==> src/ema_filter_with_extrema_variance_defines.svh <==
// Assertion macros shared by the EMA filter RTL.
`ifndef EMA_FILTER_WITH_EXTREMA_VARIANCE_DEFINES_SVH
`define EMA_FILTER_WITH_EXTREMA_VARIANCE_DEFINES_SVH

// Same-cycle implication, checked outside reset.
`define EMAEV_ASSERT_NOW(label, ante, cons) \
  label: assert property (@(posedge clk) disable iff (!rst_n) (ante) |-> (cons)) \
    else $error("same-cycle check failed");

// Next-cycle implication, checked outside reset.
`define EMAEV_ASSERT_NEXT(label, ante, cons) \
  label: assert property (@(posedge clk) disable iff (!rst_n) (ante) |=> (cons)) \
    else $error("next-cycle check failed");

`endif

==> src/emaev_pkg.sv <==
// Package with widths, constants and word types of the EMA filter.
package emaev_pkg;

  localparam int DATA_W  = 32;
  localparam int COEF_W  = 16;
  localparam int SQ_W    = DATA_W + COEF_W;
  localparam int DIGIT_W = 8;
  localparam int MUL_W   = SQ_W + 2;
  localparam int ACC_W   = MUL_W + DIGIT_W + 1;
  localparam int MULT_W  = DATA_W;
  localparam int CNT_W   = 2;

  localparam logic [CNT_W-1:0] CNT_COEF = CNT_W'(COEF_W / DIGIT_W - 1);
  localparam logic [CNT_W-1:0] CNT_SQR  = CNT_W'(MULT_W / DIGIT_W - 1);

  localparam logic [COEF_W-1:0] COEF_RESET = COEF_W'(58982);

  localparam logic signed [DATA_W-1:0] DATA_MAX = {1'b0, {(DATA_W-1){1'b1}}};
  localparam logic signed [DATA_W-1:0] DATA_MIN = {1'b1, {(DATA_W-1){1'b0}}};

  typedef struct packed {
    logic                     mode;
    logic signed [DATA_W-1:0] sample;
  } in_word_t;

  typedef struct packed {
    logic signed [DATA_W-1:0] average;
    logic signed [DATA_W-1:0] rate;
    logic signed [DATA_W-1:0] peak_high;
    logic signed [DATA_W-1:0] peak_low;
    logic        [SQ_W-1:0]   mean_square_dev;
  } out_word_t;

endpackage

==> src/ema_filter_with_extrema_variance.sv <==
// EMA filter with rate, decaying extrema and mean squared deviation.
// Usage:
//   Input words (mode, sample) enter on in_valid/in_stall; result words
//   (average, rate, peak_high, peak_low, mean_square_dev) leave on
//   out_valid/out_stall. A word moves when valid is high and stall is low.
//   Coefficient (unsigned Q0.16, reset 58982, about 0.9): the user writes
//   it via cfg_wr_en/cfg_wr_data only while idle; the block won't enforce.
// Timing:
//   A filtering word runs five products on one shared digit-serial
//   multiplier that takes 8 multiplier bits per cycle: four products by
//   the coefficient and the square of the deviation, each as a load step,
//   its digit steps and a write-back step. The block takes a new word
//   only after it has published the result of the last one. A restart
//   word, or a sample that finds last, average and rate all zero, skips
//   the products and goes straight to publishing its result.
// Reset and stall:
//   Synchronous active-low reset returns the filter state and the
//   coefficient to their reset values and drops any pending result.
//   A stalled result word holds; the block may take one more input word
//   meanwhile and finishes it, then waits until the output register frees.
`include "ema_filter_with_extrema_variance_defines.svh"

module ema_filter_with_extrema_variance (
  input  logic                          clk,
  input  logic                          rst_n,
  input  logic                          in_valid,
  output logic                          in_stall,
  input  emaev_pkg::in_word_t           in_data,
  output logic                          out_valid,
  input  logic                          out_stall,
  output emaev_pkg::out_word_t          out_data,
  input  logic                          cfg_wr_en,
  input  logic [emaev_pkg::COEF_W-1:0]  cfg_wr_data
);

  // One-hot sequencer states.
  typedef enum logic [4:0] {
    S_IDLE = 5'b00001,
    S_LOAD = 5'b00010,
    S_MUL  = 5'b00100,
    S_POST = 5'b01000,
    S_DONE = 5'b10000
  } state_t;

  // Product being formed on the shared multiplier.
  typedef enum logic [2:0] {
    OP_NV,     // (avg - x) * c      -> new average
    OP_HIGH,   // (high - nv) * c    -> decayed peak
    OP_LOW,    // (low - nv) * c     -> decayed valley
    OP_SQR,    // |nv - x| squared   -> squared deviation
    OP_SQDEV   // (sq - dsq) * c     -> mean squared deviation
  } op_t;

  state_t state_r, state_nxt;
  op_t    op_r, op_nxt;

  logic [emaev_pkg::COEF_W-1:0] coef_r, coef_nxt;

  // Filter state.
  logic signed [emaev_pkg::DATA_W-1:0] last_r, last_nxt;
  logic signed [emaev_pkg::DATA_W-1:0] avg_r, avg_nxt;
  logic signed [emaev_pkg::DATA_W-1:0] rate_r, rate_nxt;
  logic signed [emaev_pkg::DATA_W-1:0] high_r, high_nxt;
  logic signed [emaev_pkg::DATA_W-1:0] low_r, low_nxt;
  logic        [emaev_pkg::SQ_W-1:0]   sq_r, sq_nxt;

  // Per-word working registers.
  logic signed [emaev_pkg::DATA_W-1:0] x_r, x_nxt;
  logic        [emaev_pkg::DATA_W:0]   a_r, a_nxt;
  logic        [emaev_pkg::SQ_W-1:0]   dsq_r, dsq_nxt;

  // Digit-serial multiplier: multiplicand, multiplier shift register,
  // right-shifting accumulator and the shift register catching its low bits.
  logic signed [emaev_pkg::MUL_W-1:0]  m_r, m_nxt;
  logic        [emaev_pkg::MULT_W-1:0] mult_r, mult_nxt;
  logic signed [emaev_pkg::ACC_W-1:0]  acc_r, acc_nxt;
  logic        [emaev_pkg::MULT_W-1:0] lo_r, lo_nxt;
  logic        [emaev_pkg::CNT_W-1:0]  cnt_r, cnt_nxt;

  logic                  out_valid_r, out_valid_nxt;
  emaev_pkg::out_word_t  out_r, out_nxt;

  logic signed [emaev_pkg::ACC_W-1:0]  prod_w;
  logic signed [emaev_pkg::ACC_W-1:0]  sum_w;
  logic signed [emaev_pkg::DATA_W-1:0] nv_w;
  logic signed [emaev_pkg::DATA_W:0]   rdiff_w;
  logic signed [emaev_pkg::DATA_W+1:0] pd_w;
  logic signed [emaev_pkg::DATA_W+1:0] pabs_w;
  logic signed [emaev_pkg::DATA_W-1:0] blend_w;
  logic                                in_acc_w;
  logic                                out_free_w;
  logic                                first_w;

  assign in_stall  = (state_r != S_IDLE);
  assign out_valid = out_valid_r;
  assign out_data  = out_r;

  assign in_acc_w   = in_valid && !in_stall;
  assign out_free_w = !out_valid_r || !out_stall;
  assign first_w    = (last_r == '0) && (avg_r == '0) && (rate_r == '0);

  // One digit step: add multiplicand times the low digit, then shift right.
  assign prod_w = m_r * $signed({1'b0, mult_r[emaev_pkg::DIGIT_W-1:0]});
  assign sum_w  = acc_r + prod_w;

  // Write-back arithmetic from the finished product.
  assign nv_w    = x_r + $signed(acc_r[emaev_pkg::DATA_W-1:0]);
  assign rdiff_w = {nv_w[emaev_pkg::DATA_W-1], nv_w} - {avg_r[emaev_pkg::DATA_W-1], avg_r};
  assign pd_w    = acc_r[emaev_pkg::DATA_W+1:0];
  assign pabs_w  = pd_w[emaev_pkg::DATA_W+1] ? -pd_w : pd_w;
  assign blend_w = avg_r + $signed(acc_r[emaev_pkg::DATA_W-1:0]);

  always_comb begin
    state_nxt     = state_r;
    op_nxt        = op_r;
    coef_nxt      = coef_r;
    last_nxt      = last_r;
    avg_nxt       = avg_r;
    rate_nxt      = rate_r;
    high_nxt      = high_r;
    low_nxt       = low_r;
    sq_nxt        = sq_r;
    x_nxt         = x_r;
    a_nxt         = a_r;
    dsq_nxt       = dsq_r;
    m_nxt         = m_r;
    mult_nxt      = mult_r;
    acc_nxt       = acc_r;
    lo_nxt        = lo_r;
    cnt_nxt       = cnt_r;
    out_valid_nxt = out_valid_r;
    out_nxt       = out_r;

    if (cfg_wr_en) begin
      coef_nxt = cfg_wr_data;
    end

    // Drop the pending result once the receiver takes it.
    if (out_valid_r && !out_stall) begin
      out_valid_nxt = 1'b0;
    end

    unique case (state_r)
      S_IDLE: begin
        if (in_acc_w) begin
          x_nxt  = in_data.sample;
          op_nxt = OP_NV;
          if (in_data.mode) begin
            // Restart: clear filter state, report it.
            last_nxt  = '0;
            avg_nxt   = '0;
            rate_nxt  = '0;
            high_nxt  = emaev_pkg::DATA_MIN;
            low_nxt   = emaev_pkg::DATA_MAX;
            sq_nxt    = '0;
            state_nxt = S_DONE;
          end else if (first_w) begin
            // Empty filter: load the sample as the average.
            avg_nxt   = in_data.sample;
            last_nxt  = in_data.sample;
            state_nxt = S_DONE;
          end else begin
            state_nxt = S_LOAD;
          end
        end
      end

      S_LOAD: begin
        acc_nxt   = '0;
        lo_nxt    = '0;
        cnt_nxt   = emaev_pkg::CNT_COEF;
        mult_nxt  = {{(emaev_pkg::MULT_W-emaev_pkg::COEF_W){1'b0}}, coef_r};
        state_nxt = S_MUL;
        unique case (op_r)
          OP_NV: begin
            m_nxt = $signed({{(emaev_pkg::MUL_W-emaev_pkg::DATA_W){avg_r[emaev_pkg::DATA_W-1]}},
                             avg_r})
                  - $signed({{(emaev_pkg::MUL_W-emaev_pkg::DATA_W){x_r[emaev_pkg::DATA_W-1]}},
                             x_r});
          end
          OP_HIGH: begin
            m_nxt = $signed({{(emaev_pkg::MUL_W-emaev_pkg::DATA_W){high_r[emaev_pkg::DATA_W-1]}},
                             high_r})
                  - $signed({{(emaev_pkg::MUL_W-emaev_pkg::DATA_W){avg_r[emaev_pkg::DATA_W-1]}},
                             avg_r});
          end
          OP_LOW: begin
            m_nxt = $signed({{(emaev_pkg::MUL_W-emaev_pkg::DATA_W){low_r[emaev_pkg::DATA_W-1]}},
                             low_r})
                  - $signed({{(emaev_pkg::MUL_W-emaev_pkg::DATA_W){avg_r[emaev_pkg::DATA_W-1]}},
                             avg_r});
          end
          OP_SQR: begin
            m_nxt    = $signed({{(emaev_pkg::MUL_W-emaev_pkg::DATA_W-1){1'b0}}, a_r});
            mult_nxt = a_r[emaev_pkg::MULT_W-1:0];
            cnt_nxt  = emaev_pkg::CNT_SQR;
          end
          OP_SQDEV: begin
            m_nxt = $signed({{(emaev_pkg::MUL_W-emaev_pkg::SQ_W){1'b0}}, sq_r})
                  - $signed({{(emaev_pkg::MUL_W-emaev_pkg::SQ_W){1'b0}}, dsq_r});
          end
          default: begin
            m_nxt = m_r;
          end
        endcase
      end

      S_MUL: begin
        acc_nxt  = sum_w >>> emaev_pkg::DIGIT_W;
        lo_nxt   = {sum_w[emaev_pkg::DIGIT_W-1:0], lo_r[emaev_pkg::MULT_W-1:emaev_pkg::DIGIT_W]};
        mult_nxt = mult_r >> emaev_pkg::DIGIT_W;
        cnt_nxt  = cnt_r - 1'b1;
        if (cnt_r == '0) begin
          state_nxt = S_POST;
        end
      end

      S_POST: begin
        state_nxt = S_LOAD;
        unique case (op_r)
          OP_NV: begin
            avg_nxt = nv_w;
            if (rdiff_w[emaev_pkg::DATA_W] != rdiff_w[emaev_pkg::DATA_W-1]) begin
              rate_nxt = rdiff_w[emaev_pkg::DATA_W] ? emaev_pkg::DATA_MIN : emaev_pkg::DATA_MAX;
            end else begin
              rate_nxt = rdiff_w[emaev_pkg::DATA_W-1:0];
            end
            // The product itself is nv - x.
            a_nxt  = pabs_w[emaev_pkg::DATA_W:0];
            op_nxt = OP_HIGH;
          end
          OP_HIGH: begin
            high_nxt = (high_r < x_r) ? x_r : blend_w;
            op_nxt   = OP_LOW;
          end
          OP_LOW: begin
            low_nxt = (x_r < low_r) ? x_r : blend_w;
            op_nxt  = OP_SQR;
          end
          OP_SQR: begin
            // Deviation of 2^32 would overflow the square: saturate.
            if (a_r[emaev_pkg::DATA_W]) begin
              dsq_nxt = '1;
            end else begin
              dsq_nxt = {acc_r[emaev_pkg::DATA_W-1:0],
                         lo_r[emaev_pkg::MULT_W-1:emaev_pkg::MULT_W-emaev_pkg::COEF_W]};
            end
            op_nxt = OP_SQDEV;
          end
          OP_SQDEV: begin
            sq_nxt    = dsq_r + acc_r[emaev_pkg::SQ_W-1:0];
            last_nxt  = x_r;
            op_nxt    = OP_NV;
            state_nxt = S_DONE;
          end
          default: begin
            op_nxt = OP_NV;
          end
        endcase
      end

      S_DONE: begin
        // Hold until the output register is free, then publish the state.
        if (out_free_w) begin
          out_nxt.average         = avg_r;
          out_nxt.rate            = rate_r;
          out_nxt.peak_high       = high_r;
          out_nxt.peak_low        = low_r;
          out_nxt.mean_square_dev = sq_r;
          out_valid_nxt           = 1'b1;
          state_nxt               = S_IDLE;
        end
      end

      default: begin
        state_nxt = S_IDLE;
      end
    endcase
  end

  // Control and filter state.
  always_ff @(posedge clk) begin
    if (!rst_n) begin
      state_r     <= S_IDLE;
      op_r        <= OP_NV;
      coef_r      <= emaev_pkg::COEF_RESET;
      last_r      <= '0;
      avg_r       <= '0;
      rate_r      <= '0;
      high_r      <= emaev_pkg::DATA_MIN;
      low_r       <= emaev_pkg::DATA_MAX;
      sq_r        <= '0;
      out_valid_r <= 1'b0;
    end else begin
      state_r     <= state_nxt;
      op_r        <= op_nxt;
      coef_r      <= coef_nxt;
      last_r      <= last_nxt;
      avg_r       <= avg_nxt;
      rate_r      <= rate_nxt;
      high_r      <= high_nxt;
      low_r       <= low_nxt;
      sq_r        <= sq_nxt;
      out_valid_r <= out_valid_nxt;
    end
  end

  // Datapath registers: no reset.
  always_ff @(posedge clk) begin
    x_r    <= x_nxt;
    a_r    <= a_nxt;
    dsq_r  <= dsq_nxt;
    m_r    <= m_nxt;
    mult_r <= mult_nxt;
    acc_r  <= acc_nxt;
    lo_r   <= lo_nxt;
    cnt_r  <= cnt_nxt;
    out_r  <= out_nxt;
  end

  // An accepted word keeps the input side stalled on the next cycle.
  `EMAEV_ASSERT_NEXT(a_busy_after_accept, in_acc_w, in_stall)
  // Finishing with a free output slot publishes a result and returns to idle.
  `EMAEV_ASSERT_NEXT(a_done_publishes, (state_r == S_DONE) && out_free_w,
                     out_valid_r && (state_r == S_IDLE))
  // A restart word leaves the trackers at their reset values.
  `EMAEV_ASSERT_NEXT(a_restart_clears, in_acc_w && in_data.mode,
                     (high_r == emaev_pkg::DATA_MIN) && (low_r == emaev_pkg::DATA_MAX) && (sq_r == '0))
  // Coefficient products run the multiplier only with a digit count in range.
  `EMAEV_ASSERT_NOW(a_mul_count, (state_r == S_MUL) && (op_r != OP_SQR), cnt_r <= emaev_pkg::CNT_COEF)

endmodule
==> config.mk <==
export PLATFORM = sky130hd
export DESIGN_NAME = ema_filter_with_extrema_variance
export DESIGN_NICKNAME = d
export VERILOG_FILES = /design/src/emaev_pkg.sv /design/src/ema_filter_with_extrema_variance.sv
export VERILOG_INCLUDE_DIRS = /design/src /design/src/src
export SDC_FILE = /design/constraint.sdc
export NUM_CORES = 2
export LEC_CHECK = 0
export ABC_CLOCK_PERIOD_IN_PS = 13300
export BUFFER_PORTS_ARGS = -buffer_cell sky130_fd_sc_hd__buf_2
export CAP_MARGIN = 20
export CELL_PAD_IN_SITES_DETAIL_PLACEMENT = 1
export CELL_PAD_IN_SITES_GLOBAL_PLACEMENT = 1
export CORE_MARGIN = 3
export CORE_UTILIZATION = 50
export CTS_CLUSTER_SIZE = 20
export DETAILED_ROUTE_END_ITERATION = 12
export PLACE_DENSITY_LB_ADDON = 0.1
export SETUP_SLACK_MARGIN = 0.4
export SKIP_LAST_GASP = 1
export SYNTH_ARGS = -nofsm -noshare
export SYNTH_HDL_FRONTEND = slang
export SYNTH_SLANG_ARGS = --single-unit
export TNS_END_PERCENT = 50
==> constraint.sdc <==
create_clock -name clk -period 13.3 [get_ports clk]
set_clock_uncertainty 0.2 [all_clocks]
set_input_delay 0.665 -clock clk [delete_from_list [all_inputs] [get_ports clk]]
set_output_delay 0.665 -clock clk [all_outputs]
set_load 0.02 [all_outputs]
==> results.txt <==
Yosys cell types: 113
Final TNS setup: 0 ns
Die W: 340 µm
path type of the worst min-delay path: primary input to register
routed length per placed instance: 27.3 µm
Residual DRC: 0
VDD IR max: 0.125 mV
hold path endpoint: x_r[7]
CTS tree: yes
Slew headroom: 0.253
drt first pass iters: 6
H-tree depth: 3
Seq cells post-synth: 672
root buf cell: clkbuf_16
nets@finish: 7009
async set or reset register ratio after synthesis: 0
worst slew pin tran: 1.12 ns
hold_sp: in_data[7]
most frequent cells in the layout: inv_1, nand2_1, ha_1, edfxtp_1, a21oi_1
RD Place Congestion: 0.940
core area: 0.111 mm²
worst skew pair latency: 0.69 ns
Avg Synthesized Cell Area: 9.47 µm²
Seq/Total Area, Yosys: 0.319
vias in the first global route: 49939
largest net degree at the start of global routing: 88
RSZ-0062 raised after global routing: no
worst reg2reg path endpoint: rate_r[12]
first-pass GRT wire length: 317 mm
post-route setup slack: 5.84 ns
synthesized area: 0.0559 mm²
fraction of layout cells with a size suffix above 1: 0.0909
I/O pins: 232
Area growth, synth to finish: 10.6%
routed vias/inst: 6.22
final hold vios: 0
commonest non-fill, non-tap cell in the layout: inv_1
Inst Count DP: 7496
Post-synth EDFFs: 439
hold_ws: 0.0322 ns
status: finished, final reports clean
Synth Warn #: 0
largest fanout on the critical path: 32
Setup Viol. Count Final: 0
R2R Path Start: acc_r[0]
max-cap viol count: 0
Worst-path clk slew: 0.06 ns
Fillers: 12564
via count: 47746
total leakage power: 27.5 nW
GRT overflow: 0
Worst setup EP type: register
Register Area: 0.0178 mm²
fin crit share: 0.561
crit path launch type: register
flop-to-flop setup slack: 5.84 ns
fin util: 0.558
DRT iter0 DRCs: 4454
hold path depth: 1
row cnt: 122
top_reg_cell synth: edfxtp_1
drt total wl: 210 mm
minimum clock period: 7.46 ns
TritonCTS Buffers: 80
Worst EP arrival: 7.87 ns
Tot GR Track Use: 0.360
non-filler cells, final: 7679
clock sinks: 672
post-CTS sizing: 0
cells on worst reg2reg path: 24
Multi-input gate area: 0.0349 mm²
Starting Density: 0.505
Fmax: 134 MHz
Synth Instances: 5907
dpl ws: 5.94 ns
Antenna Nets Post-Route: 0
initial antenna violation count: 14
port bufs: 231
Syn Nets: 6798
Die Ht: 340 µm
max-slew violation count: 0
die footprint: 0.116 mm²
P per Cell Area: 154 mW/mm²
Setup CP Type: register to register
Critical Path RT: 13.71 ns
CTS Buffer Depth: 3
post-detail-place hpwl: 162 mm
==> cell usage after synthesis (all sizes together), types with 29 or more instances <==
cell | number | area share
ha | 473 | 0.11
and3 | 47 | 0.0053
a221oi | 30 | 0.0051
o21a | 43 | 0.0059
nor3 | 66 | 0.0062
a221o | 43 | 0.0077
fa | 364 | 0.13
or2 | 61 | 0.0068
o211ai | 29 | 0.0039
edfxtp | 439 | 0.24
o21ai | 290 | 0.026
a21o | 204 | 0.027
dfxtp | 233 | 0.083
clkbuf | 195 | 0.013
a22oi | 108 | 0.015
nand4 | 58 | 0.0065
nand2b | 56 | 0.0063
nand3 | 79 | 0.0072
nor2 | 370 | 0.025
a31oi | 56 | 0.0064
xor2 | 133 | 0.021
o21bai | 55 | 0.0074
nor2b | 60 | 0.0067
mux2i | 70 | 0.013
a211oi | 75 | 0.010
a21oi | 374 | 0.034
and2 | 228 | 0.026
nand2 | 545 | 0.037
inv | 632 | 0.042
xnor2 | 213 | 0.033
nor4 | 32 | 0.0037
==> cell type report <==
type	instances	area share
multi-input cells	4383	0.565
diodes	6	0.000243
clock buffers	108	0.0359
inverters	633	0.0384
well taps	1488	0.0301
flip-flops and latches	672	0.289
clock inverters	41	0.00747
repair buffers	348	0.0343
==> routing by layer <==
layer	routed length [µm]	vias to the layer above	GRT usage	part of all wire
met5	30	-	0	0.00014
met4	9760	4	0.147	0.047
met3	17300	460	0.0611	0.082
met2	94600	1999	0.570	0.45
met1	88200	24189	0.492	0.42
li1	-	21094	-	-
==> kinds of logic (layout without fill, tap and decap cells) <==
group	count (synthesis)	count (layout)	synth area share
compound gates	1470	1470	0.174
xor+xnor	346	346	0.0542
fa+ha+maj	837	837	0.236
buf+inv	852	1130	0.0592
flops	672	672	0.319
mux	73	73	0.0135
other cells	0	6	0
simple gates	1657	1657	0.143
==> worst max-delay path by stage <==
stage | end | cells past startpoint | start
global placement | rate_r[24] | 23 | x_r[0]
floorplan | out_data[0] | 3 | state_r[0]
detailed placement | rate_r[12] | 23 | x_r[0]
finish | rate_r[12] | 24 | acc_r[0]
global route | rate_r[10] | 23 | x_r[0]
CTS | rate_r[10] | 24 | acc_r[0]
==> through the flow <==
stage / cell area (µm²) / power (W)
2_1_floorplan: 55900 / 0.00580
3_3_place_gp: 58800 / 0.00705
3_5_place_dp: 58800 / 0.00716
4_1_cts: 61800 / 0.00949
5_1_grt: 61800 / 0.0101
6_report: 61800 / 0.00954
==> flip-flops by register name (all words and copies together), names as in the netlist, 2 cells and up <==
| signal | count |
|---|---|
| out_data | 176 |
| acc_r | 51 |
| m_r | 49 |
| dsq_r | 48 |
| sq_r | 48 |
| a_r | 33 |
| avg_r | 32 |
| high_r | 32 |
| last_r | 32 |
| low_r | 32 |
| mult_r | 32 |
| rate_r | 32 |
| x_r | 32 |
| coef_r | 16 |
| lo_r | 16 |
| state_r | 5 |
| op_r | 3 |
| cnt_r | 2 |
==> report_power, final <==
| group | internal [W] | switching [W] | leakage (nW) |
|---|---|---|---|
| clock | 0.00129 | 0.000991 | 1.29 |
| sequential | 0.00232 | 0.000124 | 5.80 |
| combinational | 0.00182 | 0.00299 | 20.4 |
| total | 0.00543 | 0.00410 | 27.5 |
==> critical path, cell delays in order, from the launching register on <==
cell	delay, ns
edfxtp_1	0.37
buf_4	0.23
ha_1	0.24
fa_1	0.41
a21oi_1	0.30
o21ai_1	0.14
a2111oi_0	0.75
nor3_1	0.22
nor2_1	0.25
o21ai_1	0.15
a21o_1	0.20
a21oi_1	0.19
xnor2_1	0.21
ha_1	0.35
a21o_1	0.20
a21o_1	0.21
a2111o_1	0.36
a21oi_2	0.19
o21a_4	0.19
nand3_2	0.11
a32oi_2	0.31
mux2_4	0.21
o211a_4	0.40
a21boi_4	0.76
a221o_1	0.23
==> timing repair <==
item,in CTS,in global routing
hold buffers,27,0
buffers inserted,0,0
endpoints found under the hold margin,27,0
Power figures use the tool's default switching activity.
